### config.mk
export PLATFORM = sky130hd
export DESIGN_NAME = sfc_frame_core
export DESIGN_NICKNAME = d
export VERILOG_FILES = /design/src/rtl/sfc_pkg.sv /design/src/rtl/sfc_frame_core.sv
export SDC_FILE = /design/constraint.sdc
export NUM_CORES = 1
export LEC_CHECK = 0
export BUFFER_PORTS_ARGS = -buffer_cell sky130_fd_sc_hd__buf_2
export CAP_MARGIN = 25
export CORE_MARGIN = 2
export CORE_UTILIZATION = 47
export DETAILED_ROUTE_END_ITERATION = 8
export HOLD_SLACK_MARGIN = 0.12
export MAX_ROUTING_LAYER = met4
export PLACE_DENSITY = 0.8
export SLEW_MARGIN = 15
export SYNTH_ARGS = -nofsm -noshare
export SYNTH_HDL_FRONTEND = slang
export SYNTH_SLANG_ARGS = --single-unit
### constraint.sdc
create_clock -name i_clk -period 3.4 [get_ports i_clk]
set_input_delay 0 -clock i_clk [delete_from_list [all_inputs] [get_ports i_clk]]
set_output_delay 0 -clock i_clk [all_outputs]
set_load 0.05 [all_outputs]
### src/rtl/sfc_pkg.sv
// shared types and constants of the sync frame crc32 checker
package sfc_pkg;

    localparam int unsigned ByteW     = 8;
    localparam int unsigned CrcW      = 32;
    localparam int unsigned PosW      = 9;
    localparam int unsigned CfgIndexW = 2;

    localparam logic [CrcW-1:0]  CrcPoly     = 32'hEDB8_8320;
    localparam logic [CrcW-1:0]  CrcInit     = 32'hFFFF_FFFF;
    localparam logic [CrcW-1:0]  CrcXorOut   = 32'hFFFF_FFFF;
    localparam logic [ByteW-1:0] PayloadLenRst = 8'd100;
    localparam logic [ByteW-1:0] SyncFirstRst  = 8'hAA;
    localparam logic [ByteW-1:0] SyncSecondRst = 8'h55;
    localparam logic [PosW-1:0]  HeaderBytes   = 9'd3;
    localparam logic [PosW-1:0]  LastTrailerOfs = 9'd3;

    // configuration register indexes
    typedef enum logic [CfgIndexW-1:0] {
        CFG_PAYLOAD_LENGTH = 2'd0,
        CFG_SYNC_FIRST     = 2'd1,
        CFG_SYNC_SECOND    = 2'd2,
        CFG_UNUSED         = 2'd3
    } t_cfg_index;

    typedef struct packed {
        logic            frame_pass;
        logic            header_ok;
        logic            crc_ok;
        logic [CrcW-1:0] crc_received;
        logic [CrcW-1:0] crc_computed;
    } t_sfc_result;

endpackage

### src/rtl/sfc_frame_core.sv
// frame position tracking, header compare, crc update and trailer capture
module sfc_frame_core import sfc_pkg::*; (
    input  logic                 i_clk,
    input  logic                 i_rst_n,
    input  logic                 i_cfg_write,
    input  logic [CfgIndexW-1:0] i_cfg_index,
    input  logic [ByteW-1:0]     i_cfg_data,
    input  logic                 i_accept,
    input  logic [ByteW-1:0]     i_data_byte,
    output logic                 o_push,
    output t_sfc_result          o_result
);

    // one byte through the reflected crc, bitwise unrolled
    function automatic logic [CrcW-1:0] crc_byte(input logic [CrcW-1:0] crc,
                                                 input logic [ByteW-1:0] b);
        logic [CrcW-1:0] c;
        c = crc ^ {{(CrcW-ByteW){1'b0}}, b};
        for (int k = 0; k < ByteW; k++) begin
            c = c[0] ? ((c >> 1) ^ CrcPoly) : (c >> 1);
        end
        return c;
    endfunction

    logic [ByteW-1:0] r_payload_length;
    logic [ByteW-1:0] r_sync_first;
    logic [ByteW-1:0] r_sync_second;

    logic [PosW-1:0]  r_pos,     n_pos;
    logic [CrcW-1:0]  r_crc,     n_crc;
    logic             r_hdr,     n_hdr;
    logic [CrcW-1:0]  r_trailer, n_trailer;

    logic [PosW-1:0]  trailer_start;
    logic [PosW-1:0]  trailer_ofs;
    logic             frame_end;
    logic [CrcW-1:0]  computed;

    assign trailer_start = HeaderBytes + {1'b0, r_payload_length};
    assign trailer_ofs   = r_pos - trailer_start;
    assign computed      = r_crc ^ CrcXorOut;

    always_ff @(posedge i_clk) begin
        if (!i_rst_n) begin
            r_payload_length <= PayloadLenRst;
            r_sync_first     <= SyncFirstRst;
            r_sync_second    <= SyncSecondRst;
        end else if (i_cfg_write) begin
            unique case (t_cfg_index'(i_cfg_index))
                CFG_PAYLOAD_LENGTH: r_payload_length <= i_cfg_data;
                CFG_SYNC_FIRST:     r_sync_first     <= i_cfg_data;
                CFG_SYNC_SECOND:    r_sync_second    <= i_cfg_data;
                default: begin
                end
            endcase
        end
    end

    always_comb begin
        n_pos     = r_pos + 9'd1;
        n_crc     = r_crc;
        n_hdr     = r_hdr;
        n_trailer = r_trailer;
        frame_end = 1'b0;
        priority if (r_pos == 9'd0) begin
            n_hdr = r_hdr & (i_data_byte == r_sync_first);
        end else if (r_pos == 9'd1) begin
            n_hdr = r_hdr & (i_data_byte == r_sync_second);
        end else if (r_pos < HeaderBytes) begin
            // length byte, not checked
        end else if (r_pos < trailer_start) begin
            n_crc = crc_byte(r_crc, i_data_byte);
        end else begin
            n_trailer = {i_data_byte, r_trailer[CrcW-1:ByteW]};
            frame_end = (trailer_ofs >= LastTrailerOfs);
        end
    end

    always_comb begin
        o_push                = i_accept & frame_end;
        o_result.crc_received = n_trailer;
        o_result.crc_computed = computed;
        o_result.crc_ok       = (computed == n_trailer);
        o_result.header_ok    = r_hdr;
        o_result.frame_pass   = r_hdr & (computed == n_trailer);
    end

    always_ff @(posedge i_clk) begin
        if (!i_rst_n) begin
            r_pos     <= '0;
            r_crc     <= CrcInit;
            r_hdr     <= 1'b1;
            r_trailer <= '0;
        end else if (i_accept) begin
            if (frame_end) begin
                r_pos     <= '0;
                r_crc     <= CrcInit;
                r_hdr     <= 1'b1;
                r_trailer <= '0;
            end else begin
                r_pos     <= n_pos;
                r_crc     <= n_crc;
                r_hdr     <= n_hdr;
                r_trailer <= n_trailer;
            end
        end
    end

endmodule

# Word level (Yosys, flattened, before mapping)
# Index checks and enable logic that the tools add are counted.
[op_classes]
muxes = 26
n_lt_le_gt_ge = 3
n_addsub = 3
bitwise_logic = 14
n_eq_ne = 9
reduce_logical = 9
[op_table]
columns = ["op", "n"]
rows = [
  ["two-way mux 32 bit", 18],
  ["inverter 13 -> 14 bit", 8],
  ["equality test 32 bit", 1],
  ["inverter 32 bit", 1],
  ["bitwise XOR 32 x 8 -> 32 bit", 1],
  ["equality test 8 bit", 2],
  ["adder 2 x 8 -> 9 bit (first input constant)", 1],
  ["adder 9 x 1 -> 9 bit (second input constant)", 1],
  ["equality test 9 x 1 -> 1 bit (second input constant)", 1],
  ["greater-or-equal comparator 9 x 2 -> 1 bit (second input constant)", 1],
  ["logical NOT 9 bit", 1],
  ["less-than comparator 9 x 2 -> 1 bit (second input constant)", 1],
  ["less-than comparator 9 bit", 1],
  ["two-way mux 9 bit", 1],
  ["subtractor 9 bit", 1],
  ["AND reduction 2 bit", 4],
  ["two-way mux 1 bit", 7],
  ["inequality test 2 bit (second input constant)", 3],
  ["AND reduction 5 bit", 1],
  ["bitwise AND 1 bit", 4],
  ["nonzero test 3 bit", 1],
  ["equality test 2 x 1 -> 1 bit (second input constant)", 1],
  ["equality test 2 bit (second input constant)", 1],
  ["logical NOT 2 bit", 1],
  ["nonzero test 2 bit", 1],
]
[totals]
input_bits = 22
regBits = 98

# Longest topological paths before layout
# Gate-level depths: netlist of the first run.
[depth]
depth_word = 22
mapped_depth = 17

# Worst setup path after synthesis of the first run
# No wires, ideal clock.
[synth_path]
path_type = "register to output"
startpoint = "register r_payload_length[0]"
endpoint = "output o_result[66] in the netlist's numbering"
n_path_buf = 2
path_stages_with_launch = 17
arrival_ns = 4.414
path_slack_ns = -1.014
path_cell_list = "dfxtp_1 -> inv_1 -> ha_1 -> nor2_1 -> and3_1 -> xnor2_1 -> ha_1 -> a211oi_2 -> o21ba_1 -> buf_4 -> a21oi_4 -> nand2_4 -> buf_2 -> o21ai_1 -> xnor2_1 -> nand4b_1 -> nor4b_2"
[synth_rtl]
columns = ["element", "line", "text"]
rows = [
  ["from (decl)", "sfc_frame_core.sv:25", "logic [ByteW-1:0] r_payload_length;"],
  ["from (signal assigned)", "sfc_frame_core.sv:45", "r_payload_length <= PayloadLenRst;"],
  ["from (signal assigned)", "sfc_frame_core.sv:50", "CFG_PAYLOAD_LENGTH: r_payload_length <= i_cfg_data;"],
  ["to (decl)", "sfc_frame_core.sv:11", "output t_sfc_result o_result"],
]

==> results of run 1 <==
==> sequential cells by signal, summed over array words and instances (netlist names) <==
name              flops
r_hdr                 1
r_trailer            32
r_payload_length      8
r_sync_first          8
r_pos                 9
r_sync_second         8
r_crc                32
==> metal layers <==
metal,vias to the layer above,global-route usage,part of all wire
met1,3059,0.3842,0.43
li1,3059,-,-
met3,44,0.03671,0.077
met5,-,-,0
met4,0,0.1164,0.031
met2,295,0.4147,0.46
==> layout make-up <==
type | instances | share of cell area
clock inverter | 5 | 0.007162
sequential | 98 | 0.2343
tap | 180 | 0.02686
clock buffer | 11 | 0.02895
timing repair buffer | 178 | 0.1437
inverter | 47 | 0.02104
multi-input combinational | 598 | 0.5380
==> cells by family (layout without fill, tap and decap cells) <==
family,Yosys count,in the layout,share of synthesized area
multiplexers,51,51,0.08245
buffers and inverters,97,241,0.05962
XOR/XNOR,116,116,0.1543
adder cells (fa/ha/maj),14,14,0.02755
flip-flops,98,98,0.2958
AND/OR/NAND/NOR,247,247,0.1906
AO/OA/AOI/OAI,170,170,0.1896
==> critical path, cell delays in order, from the launching register on <==
cell and delay [ns]:
dfxtp_2 0.34, inv_2 0.05, ha_4 0.16, nor2_4 0.08, and3_4 0.20, xnor2_2 0.13
ha_4 0.24, a211oi_4 0.25, o21ba_4 0.25, a21oi_4 0.10, buf_4 0.18, and3_1 0.20
nor3_1 0.19, o2111ai_1 0.18, nand4b_1 0.32, nor4b_4 0.35, buf_6 0.20
==> metrics by stage <==
stage,setup TNS (ns),hold slack (ns),utilization,instance area (um^2)
after global placement,-0.2494,0.2605,0.5624,7776
after global routing,-0.9781,0.1736,0.6065,8386
after CTS,-0.5921,0.1442,0.6012,8313
after floorplan,-0.4790,0.1251,-,6741
final,-0.7511,0.1625,0.6065,8386
after detailed placement,-0.3768,0.2656,0.5624,7776
==> power breakdown <==
part / switching (mW) / internal, mW / leakage (nW) / total (mW)
Sequential: 0.0152 / 1.16 / 0.795 / 1.18
Clock: 0.463 / 0.595 / 0.147 / 1.06
Combinational: 0.301 / 0.233 / 2.81 / 0.535
==> what timing repair did <==
item / CTS / global route
endpoints found under the setup margin: 16 / 13
resized for setup: 24 / 14
cloned: 0 / 0
setup buffers: 7 / 2
endpoints found under the hold margin: 24 / 0
hold buffers: 8 / 0
pin swaps: 16 / 9
==> Yosys cell counts (all sizes together) (3+ instances only) <==
master / instances / area, um^2
mux2i: 28 / 280.3
o211ai: 9 / 67.56
mux2: 23 / 266.5
buf: 18 / 98.84
nand2b: 8 / 50.05
ha: 13 / 162.7
inv: 47 / 176.4
xor2: 30 / 262.8
a21boi: 38 / 285.3
a21oi: 14 / 81.33
dfxtp: 98 / 1962
a211oi: 6 / 50.05
o21ai: 24 / 120.1
and3: 9 / 56.30
nor4b: 3 / 38.79
xnor2: 86 / 760.7
o2111ai: 3 / 26.28
a31oi: 3 / 18.77
a32oi: 32 / 280.3
nand2: 75 / 289.0
nor3: 10 / 55.05
o22ai: 12 / 75.07
o21a: 5 / 37.54
nand3: 39 / 205.2
nor4: 6 / 58.80
nor2b: 27 / 168.9
or2: 7 / 43.80
nor2: 44 / 165.2
clkbuf: 32 / 120.1
nand4: 9 / 56.30
a21o: 3 / 22.52
==> worst max-delay path by stage <==
stage,cells past startpoint,slack [ns],end
after floorplan,15,-0.24,o_result[64]
after global placement,15,-0.13,o_result[64]
after detailed placement,15,-0.20,o_result[64]
after CTS,16,-0.31,o_result[66]
after global routing,16,-0.50,o_result[66]
final,16,-0.38,o_result[66]
==> cell usage in the layout, fill, tap and decap left out, drive strengths merged, types with 3 or more instances in the layout <==
cell type,count
nand2b,8
dfxtp,98
and3,9
nor4b,3
nor2b,27
nor4,6
inv,49
a21oi,14
a21boi,38
nand4,9
o2111ai,3
xor2,30
a31oi,3
mux2,23
nor3,10
ha,13
xnor2,86
a211oi,6
buf,170
o211ai,9
dlygate4sd3,8
clkbuf,11
mux2i,28
a21o,3
o21a,5
o21ai,24
nor2,44
o22ai,12
a32oi,32
nand2,75
or2,7
nand3,39
==> impl_metrics.yaml, run 1 <==
clocking:
  clk_transition_reported_paths_ns: 0.07
  cts_tree: "yes"
  ctsHtreeMaxLevel: 3
  clock_latency_ns: 0.35
  cts_buffers: 9
  clockRootBuffer: "clkbuf_16"
  clock_path_buffers: 2
  cts_sinks: 98
power_and_ir_drop:
  p_leak_nw: 3.748
  power_density_nw_per_um2: 330.7
  finalPower_mw: 2.774
  ir_worst_vdd_mv: 0.2638
logic_synthesis:
  synth-edff-count: 0
  postSynthCellCount: 793
  synth-warning-count: 0
  syn_nets: 829
  ys_seq_elements: 98
  synth_top_flop_cell: "dfxtp_1"
  avgSynthCellArea_um2: 8.362
  async_flop_share: 0
  syn_area_um2: 6631
  synth_cell_types: 70
  ys_seq_area_frac: 0.2958
final_layout:
  drive_gt1_frac: 0.2796
  nNetsFinal: 968
  fin_cells: 1117
  multi_input_area_um2: 4512
  syn2layout_area_growth_pct: 26.45
  fillers: 1136
  ff_latch_area_um2: 1964
  diodes: 0
place:
  dp_cells: 1084
  gp_congestion: 0.9895
  port_buffers: 89
  pre_cts_slack_ns: -0.2004
  dp_hpwl_um: 14580
sta:
  finalWorstSetupSlack_ns: -0.3823
  finalSetupViolCount: 2
  finalMaxSlewViolations: 0
  period_share: 1.112
  layout_min_cycle_time_ns: 3.782
  tightest_slew_ns: 0.8572
  rsz0062_at_grt: "yes"
  fin_skew_ns: 0.007161
  relSlewSlack: 0.4244
  hold_viol_final: 0
  fmax_ghz: 0.2644
floorplan:
  core_um2: 13830
  num_rows: 43
  dieHeight_um: 122.8
  start_util: 0.4796
  die_area_um2: 15070
  io_pins: 90
  die_x_um: 122.8
worst_setup_path:
  critPathMaxFanout: 8
  rr_worst_depth: 14
  startpoint: "r_payload_length[0]$_SDFFE_PN0P_"
  start_kind: "flop"
  r2r_end: "r_trailer[31]$_SDFFE_PN0P_"
  critPathRequiredTime_ns: 3.40
  r2r-start: "r_payload_length[0]$_SDFFE_PN0P_"
  path_class: "reg -> out"
  cp.arrival_ns: 3.78
  crit_path_end_kind: "output port"
  rrSetupSlack_ns: 0.20
worst_hold_path:
  min_from: "i_rst_n"
  hold_class: "in -> reg"
  min_to: "r_trailer[19]$_SDFFE_PN0P_"
  worst_hold_path.num_cells: 2
route:
  drc_errors: 0
  route.vias.total: 6457
  wl_per_cell_um: 18.08
  drt_iter0_markers: 666
  route.final.wire_length_um: 20200
  drt_pass1_iterations: 5
  ant_nets: 0
  via_per_inst: 5.781
outcome:
  outcome: "finished, violations left"
  failed_checks: "setup timing"
run:
  maxCapViolCount: 0
global_routing:
  grt_pass1_vias: 6054
  gr-total-overflow: 0
  grt_pass1_wl_um: 31790
  grt_usage: 0.2802
  grt_max_degree: 62
  antenna_found_initial: 0
No activity file was read; power rests on OpenSTA's default activity.
==> inputs of run 2 (changes only) <==
--- a/config.mk
+++ b/config.mk
@@ -7,12 +7,14 @@
 export LEC_CHECK = 0
 export BUFFER_PORTS_ARGS = -buffer_cell sky130_fd_sc_hd__buf_2
 export CAP_MARGIN = 25
+export CORE_ASPECT_RATIO = 0.6
 export CORE_MARGIN = 2
 export CORE_UTILIZATION = 47
 export DETAILED_ROUTE_END_ITERATION = 8
 export HOLD_SLACK_MARGIN = 0.12
 export MAX_ROUTING_LAYER = met4
 export PLACE_DENSITY = 0.8
+export REMOVE_ABC_BUFFERS = 1
 export SLEW_MARGIN = 15
 export SYNTH_ARGS = -nofsm -noshare
 export SYNTH_HDL_FRONTEND = slang
==> constraint.sdc (replaced) <==
create_clock -name i_clk -period 3.4 [get_ports i_clk]
set_input_delay 0.17 -clock i_clk [delete_from_list [all_inputs] [get_ports i_clk]]
set_output_delay 0.17 -clock i_clk [all_outputs]
set_load 0.05 [all_outputs]
==> impl_metrics.yaml, run 2 (same netlist as run 1, synthesis figures left out) <==
outcome:
  outcome: "finished, violations left"
  failed_checks: "setup timing"
final_layout:
  diodes: 0
  largest_registers: "r_crc x32, r_trailer x32, r_pos x9"
  fillers: 1082
  nNetsFinal: 1006
  syn2layout_area_growth_pct: 37.79
  final_common_cell: "buf_4"
  final_cell_mix: "102 x buf_4, 96 x dfxtp_1, 80 x xnor2_1"
  final_core_utilization: 0.6666
  drive_gt1_frac: 0.3262
floorplan:
  core_um2: 13710
  start_util: 0.4838
  die_area_um2: 15110
  num_rows: 33
  io_pins: 90
  dieHeight_um: 96.01
  die_x_um: 157.3
sta:
  relSlewSlack: 0.2670
  layout_min_cycle_time_ns: 4.113
  finalSetupViolCount: 19
  fin_skew_ns: 0.009092
  rsz0062_at_grt: "yes"
  period_share: 1.210
  hold_viol_final: 0
  tightest_slew_ns: 1.092
  finalMaxSlewViolations: 0
  finalWorstSetupSlack_ns: -0.7129
  fmax_ghz: 0.2431
worst_setup_path:
  rr_worst_depth: 17
  path_class: "reg -> out"
  critPathSlowestCell: "or4_1"
  cp_num_buf_inv: 4
  r2r-start: "r_payload_length[0]$_SDFFE_PN0P_"
  critPathMaxFanout: 7
  crit_path_max_incr_delay_ns: 0.42
  crit_family: "simple AND/OR/NAND/NOR gates"
  startpoint: "r_payload_length[1]$_SDFFE_PN0P_"
  r2r_end: "r_crc[29]$_SDFFE_PN1P_"
  start_kind: "flop"
  crit_chain: "buf_6, o21ai_2, nor2_2, nand3_2, xor2_1, ha_2, o21ai_2, o21ba_4, buf_6, a21oi_4, nand2_4, buf_6, mux2_4, xnor2_2, or4_1, nor4_2, buf_4"
  crit_path_end_kind: "output port"
  cp.arrival_ns: 3.94
  critPathRequiredTime_ns: 3.23
  rrSetupSlack_ns: 0.01
  crit_path_frequent_cell: "buf_6"
global_routing:
  grt_pass1_wl_um: 35290
  gr-total-overflow: 0
  grt_usage: 0.3169
  grt_pass1_vias: 6211
  grt_max_degree: 49
  antenna_found_initial: 0
clocking:
  clk_transition_reported_paths_ns: 0.08
  clock_path_buffers: 2
  clockRootBuffer: "clkbuf_16"
  clock_latency_ns: 0.35
  ctsHtreeMaxLevel: 3
  cts_sinks: 98
  cts_buffers: 9
  cts_tree: "yes"
place:
  dp_hpwl_um: 16520
  port_buffers: 89
  pre_cts_slack_ns: -0.5620
  gp_congestion: 1.039
worst_hold_path:
  min_from: "i_accept"
  min_to: "r_pos[2]$_SDFFE_PN0P_"
  worst_hold_path.num_cells: 4
  hold_class: "in -> reg"
route:
  wl_met3_um: 3154
  drt_iter0_markers: 867
  top_layer: "met4"
  ant_nets: 0
  route.vias.total: 6940
  route.final.wire_length_um: 23610
  met2WireLength_um: 9550
  wl_per_cell_um: 20.23
  via_per_inst: 5.947
  drc_errors: 0
  wirelength_met1_um: 10560
  drt_pass1_iterations: 5
power_and_ir_drop:
  p_leak_nw: 4.022
  finalPower_mw: 2.842
  ir_worst_vdd_mv: 0.2161
  power_density_nw_per_um2: 311.0
run:
  maxCapViolCount: 0
## run 2: cell count changes in the layout (fill, tap and decap cells not counted), sizes merged
| cell | previous run | this run |
|---|---|---|
| buf | 170 | 206 |
| clkbuf | 11 | 12 |
| inv | 49 | 50 |
## run 2: worst max-delay path by stage
| stage | endpoint | cells after the start |
|---|---|---|
| detailed placement | o_result[64] | 17 |
| global placement | o_result[66] | 17 |
| CTS | o_result[64] | 17 |
| finish | o_result[64] | 17 |
| global route | o_result[64] | 17 |
| floorplan | o_result[66] | 14 |
## run 2: report_power, final
part / switching [mW] / leakage [nW] / internal [mW]
clock network: 0.488 / 0.151 / 0.601
registers: 0.0184 / 0.795 / 1.16
logic: 0.335 / 3.08 / 0.235
total: 0.841 / 4.02 / 2.00
## run 2: what timing repair did
item / 4_1_cts / 5_1_grt
setup buffers: 17 / 10
pin swaps: 22 / 24
hold endpoints to repair: 13 / 0
gates cloned: 0 / 2
gates resized for setup: 113 / 64
endpoints found under the setup margin: 31 / 98
hold buffers: 8 / 0
## run 2: worst register-to-register path, stage by stage, from the launching register on
cell       delay (ns)
dfxtp_2          0.34
buf_6            0.11
o21ai_0          0.19
xor2_1           0.24
ha_1             0.28
buf_4            0.17
o21a_1           0.19
o31a_1           0.14
o21ai_2          0.18
buf_4            0.14
a21oi_4          0.06
xor2_2           0.19
buf_4            0.15
buf_4            0.13
o311ai_4         0.26
buf_6            0.17
clkbuf_16        0.19
a32oi_1          0.11
## run 2: cell type report
type                       instances  area (um^2)  share of cell area
tap                              192        240.2             0.02629
multi-input combinational        598         4705              0.5149
inverter                          47        176.4             0.01931
clock buffer                      10        239.0             0.02615
clock inverter                     6        71.32            0.007805
sequential                        98         1964              0.2150
timing repair buffer             216         1742              0.1906
## run 2: per-stage QoR
step | instances | hold slack, ns | TNS [ns] | instance area (um^2)
after CTS | 1158 | 0.1822 | -2.396 | 8752
after detailed placement | 1118 | 0.4265 | -1.114 | 7850
final | 1167 | 0.1832 | -4.468 | 9138
after floorplan | 743 | 0.2319 | -50.01 | 6412
after global routing | 1167 | 0.2134 | -9.270 | 9138
after global placement | 1118 | 0.4153 | -0.9612 | 7850
## run 2: layer usage
layer	up-vias	global-route usage
met5	-	-
met4	0	0.04773
met3	46	0.09185
met2	464	0.4378
met1	3294	0.4610
li1	3136	-
==> inputs of run 3 (changes only) <==
--- a/config.mk
+++ b/config.mk
@@ -15,7 +15,9 @@
 export MAX_ROUTING_LAYER = met4
 export PLACE_DENSITY = 0.8
 export REMOVE_ABC_BUFFERS = 1
+export SETUP_SLACK_MARGIN = 0.02
 export SLEW_MARGIN = 15
 export SYNTH_ARGS = -nofsm -noshare
 export SYNTH_HDL_FRONTEND = slang
 export SYNTH_SLANG_ARGS = --single-unit
+export TNS_END_PERCENT = 5
==> impl_metrics.yaml, run 3 (same netlist as run 1, synthesis figures left out) <==
route:
  ant_nets: 0
  top_layer: "met4"
  drc_errors: 0
  via_per_inst: 5.839
  wl_per_cell_um: 19.97
  met2WireLength_um: 9400
  drt_pass1_iterations: 6
  route.vias.total: 6779
  route.final.wire_length_um: 23180
  drt_iter0_markers: 880
  wl_met3_um: 2998
  wirelength_met1_um: 10570
sta:
  hold_viol_final: 0
  fmax_ghz: 0.2334
  finalSetupViolCount: 28
  finalWorstSetupSlack_ns: -0.8851
  layout_min_cycle_time_ns: 4.285
  rsz0062_at_grt: "yes"
  period_share: 1.260
  relSlewSlack: 0.2648
  finalMaxSlewViolations: 0
  holdWs_ns: 0.1858
  fin_skew_ns: 0.01076
  tightest_slew_ns: 1.095
worst_setup_path:
  start_kind: "flop"
  cp.arrival_ns: 4.12
  critPathRequiredTime_ns: 3.23
  crit_path_frequent_cell: "buf_4"
  crit_path_max_incr_delay_ns: 0.38
  crit_chain: "inv_2, ha_4, nor2_4, and3_4, nand3_4, ha_4, buf_4, buf_4, nand4_1, buf_4, a21o_1, a211oi_1, o22ai_1, nor4_1, buf_4, nand4_1, nor4b_2, buf_4"
  critPathMaxFanout: 5
  path_class: "reg -> out"
  crit_path_end_kind: "output port"
  critPathSlowestCell: "nor4_1"
outcome:
  failed_checks: "setup timing"
  outcome: "finished, violations left"
final_layout:
  final_area_um2: 8932
  nNetsFinal: 1000
  multi_input_area_um2: 4586
  largest_registers: "r_crc x32, r_trailer x32, r_pos x9"
  diodes: 0
  fillers: 1133
  drive_gt1_frac: 0.3117
  ff_latch_area_um2: 1964
  final_common_cell: "buf_4"
  syn2layout_area_growth_pct: 34.70
  final_cell_mix: "98 x buf_4, 96 x dfxtp_1, 80 x xnor2_1"
place:
  gp_congestion: 1.039
  dpl-instance-area_um2: 7850
  dp_hpwl_um: 16520
  port_buffers: 89
floorplan:
  io_pins: 90
  core_um2: 13710
  num_rows: 33
  die_area_um2: 15110
  dieHeight_um: 96.01
  die_x_um: 157.3
  start_util: 0.4838
power_and_ir_drop:
  ir_worst_vdd_mv: 0.2271
  p_leak_nw: 3.967
  finalPower_mw: 2.828
  power_density_nw_per_um2: 316.6
clocking:
  cts_sinks: 98
  cts_tree: "yes"
  ctsHtreeMaxLevel: 3
  clock_path_buffers: 2
  clockRootBuffer: "clkbuf_16"
  cts_buffers: 9
  clock_latency_ns: 0.35
  clk_transition_reported_paths_ns: 0.07
global_routing:
  grt_pass1_wl_um: 34910
  grt_usage: 0.3130
  antenna_found_initial: 0
  grt_pass1_vias: 6130
  grt_max_degree: 49
  gr-total-overflow: 0
worst_hold_path:
  hold_class: "in -> reg"
run:
  maxCapViolCount: 0
-- run 3: cell count changes in the layout (fill, tap and decap cells not counted), sizes merged --
cell / delta
clkbuf: -2
buf: -4
-- run 3: where the power goes --
part	internal, mW	total (mW)	switching, mW
logic	0.229	0.554	0.325
registers	1.16	1.18	0.0177
clock network	0.601	1.09	0.491
total	1.99	2.83	0.834
-- run 3: stage by stage --
| step | util | setup WS, ns | setup TNS [ns] | instances |
|---|---|---|---|---|
| floorplan | - | -1.403 | -50.01 | 743 |
| global placement | 0.5727 | -0.4817 | -0.9612 | 1118 |
| detailed placement | 0.5727 | -0.5620 | -1.114 | 1118 |
| CTS | 0.6361 | -0.6838 | -2.539 | 1156 |
| global route | 0.6516 | -0.9409 | -11.70 | 1161 |
| finish | 0.6516 | -0.8851 | -6.259 | 1161 |
-- run 3: final timing paths --
check | slack [ns] | cells after the start | to | from
setup / recovery | -0.89 | 18 | o_result[66] | r_payload_length[0]$_SDFFE_PN0P_
hold reg to reg | 0.48 | 2 | r_trailer[4]$_SDFFE_PN0P_ | r_trailer[4]$_SDFFE_PN0P_
setup reg to reg | 0 | 17 | r_crc[8]$_SDFFE_PN1P_ | r_payload_length[0]$_SDFFE_PN0P_
hold / removal | 0.19 | 4 | r_pos[2]$_SDFFE_PN0P_ | i_accept
-- run 3: per-layer routing --
layer / vias to the layer above / track usage
li1: 3129 / -
met1: 3214 / 0.4601
met2: 403 / 0.4316
met3: 33 / 0.09005
met4: 0 / 0.03712
met5: - / -
-- run 3: final cells by class --
class | count | share of cell area
repair buffers | 210 | 0.1853
inverters | 47 | 0.01975
clock buffers | 10 | 0.02675
multi-input cells | 598 | 0.5134
clock inverters | 6 | 0.007984
well taps | 192 | 0.02689
flip-flops and latches | 98 | 0.2199
-- run 3: repair_timing --
| item | 4_1_cts | 5_1_grt |
|---|---|---|
| gates resized for setup | 109 | 44 |
| hold buffers | 8 | 0 |
| hold endpoints to repair | 13 | 0 |
| endpoints found under the setup margin | 35 | 108 |
| pin swaps | 22 | 27 |
| buffers inserted | 14 | 5 |
-- run 3: critical path, delay by kind of cell, from the launching register on --
| family | cells | cell delay [ns] |
|---|---|---|
| AND/OR/NAND/NOR | 7 | 1.35 |
| flip-flops | 1 | 0.35 |
| AO/OA/AOI/OAI | 3 | 0.71 |
| buffers and inverters | 6 | 0.89 |
| adder cells (fa/ha/maj) | 2 | 0.45 |
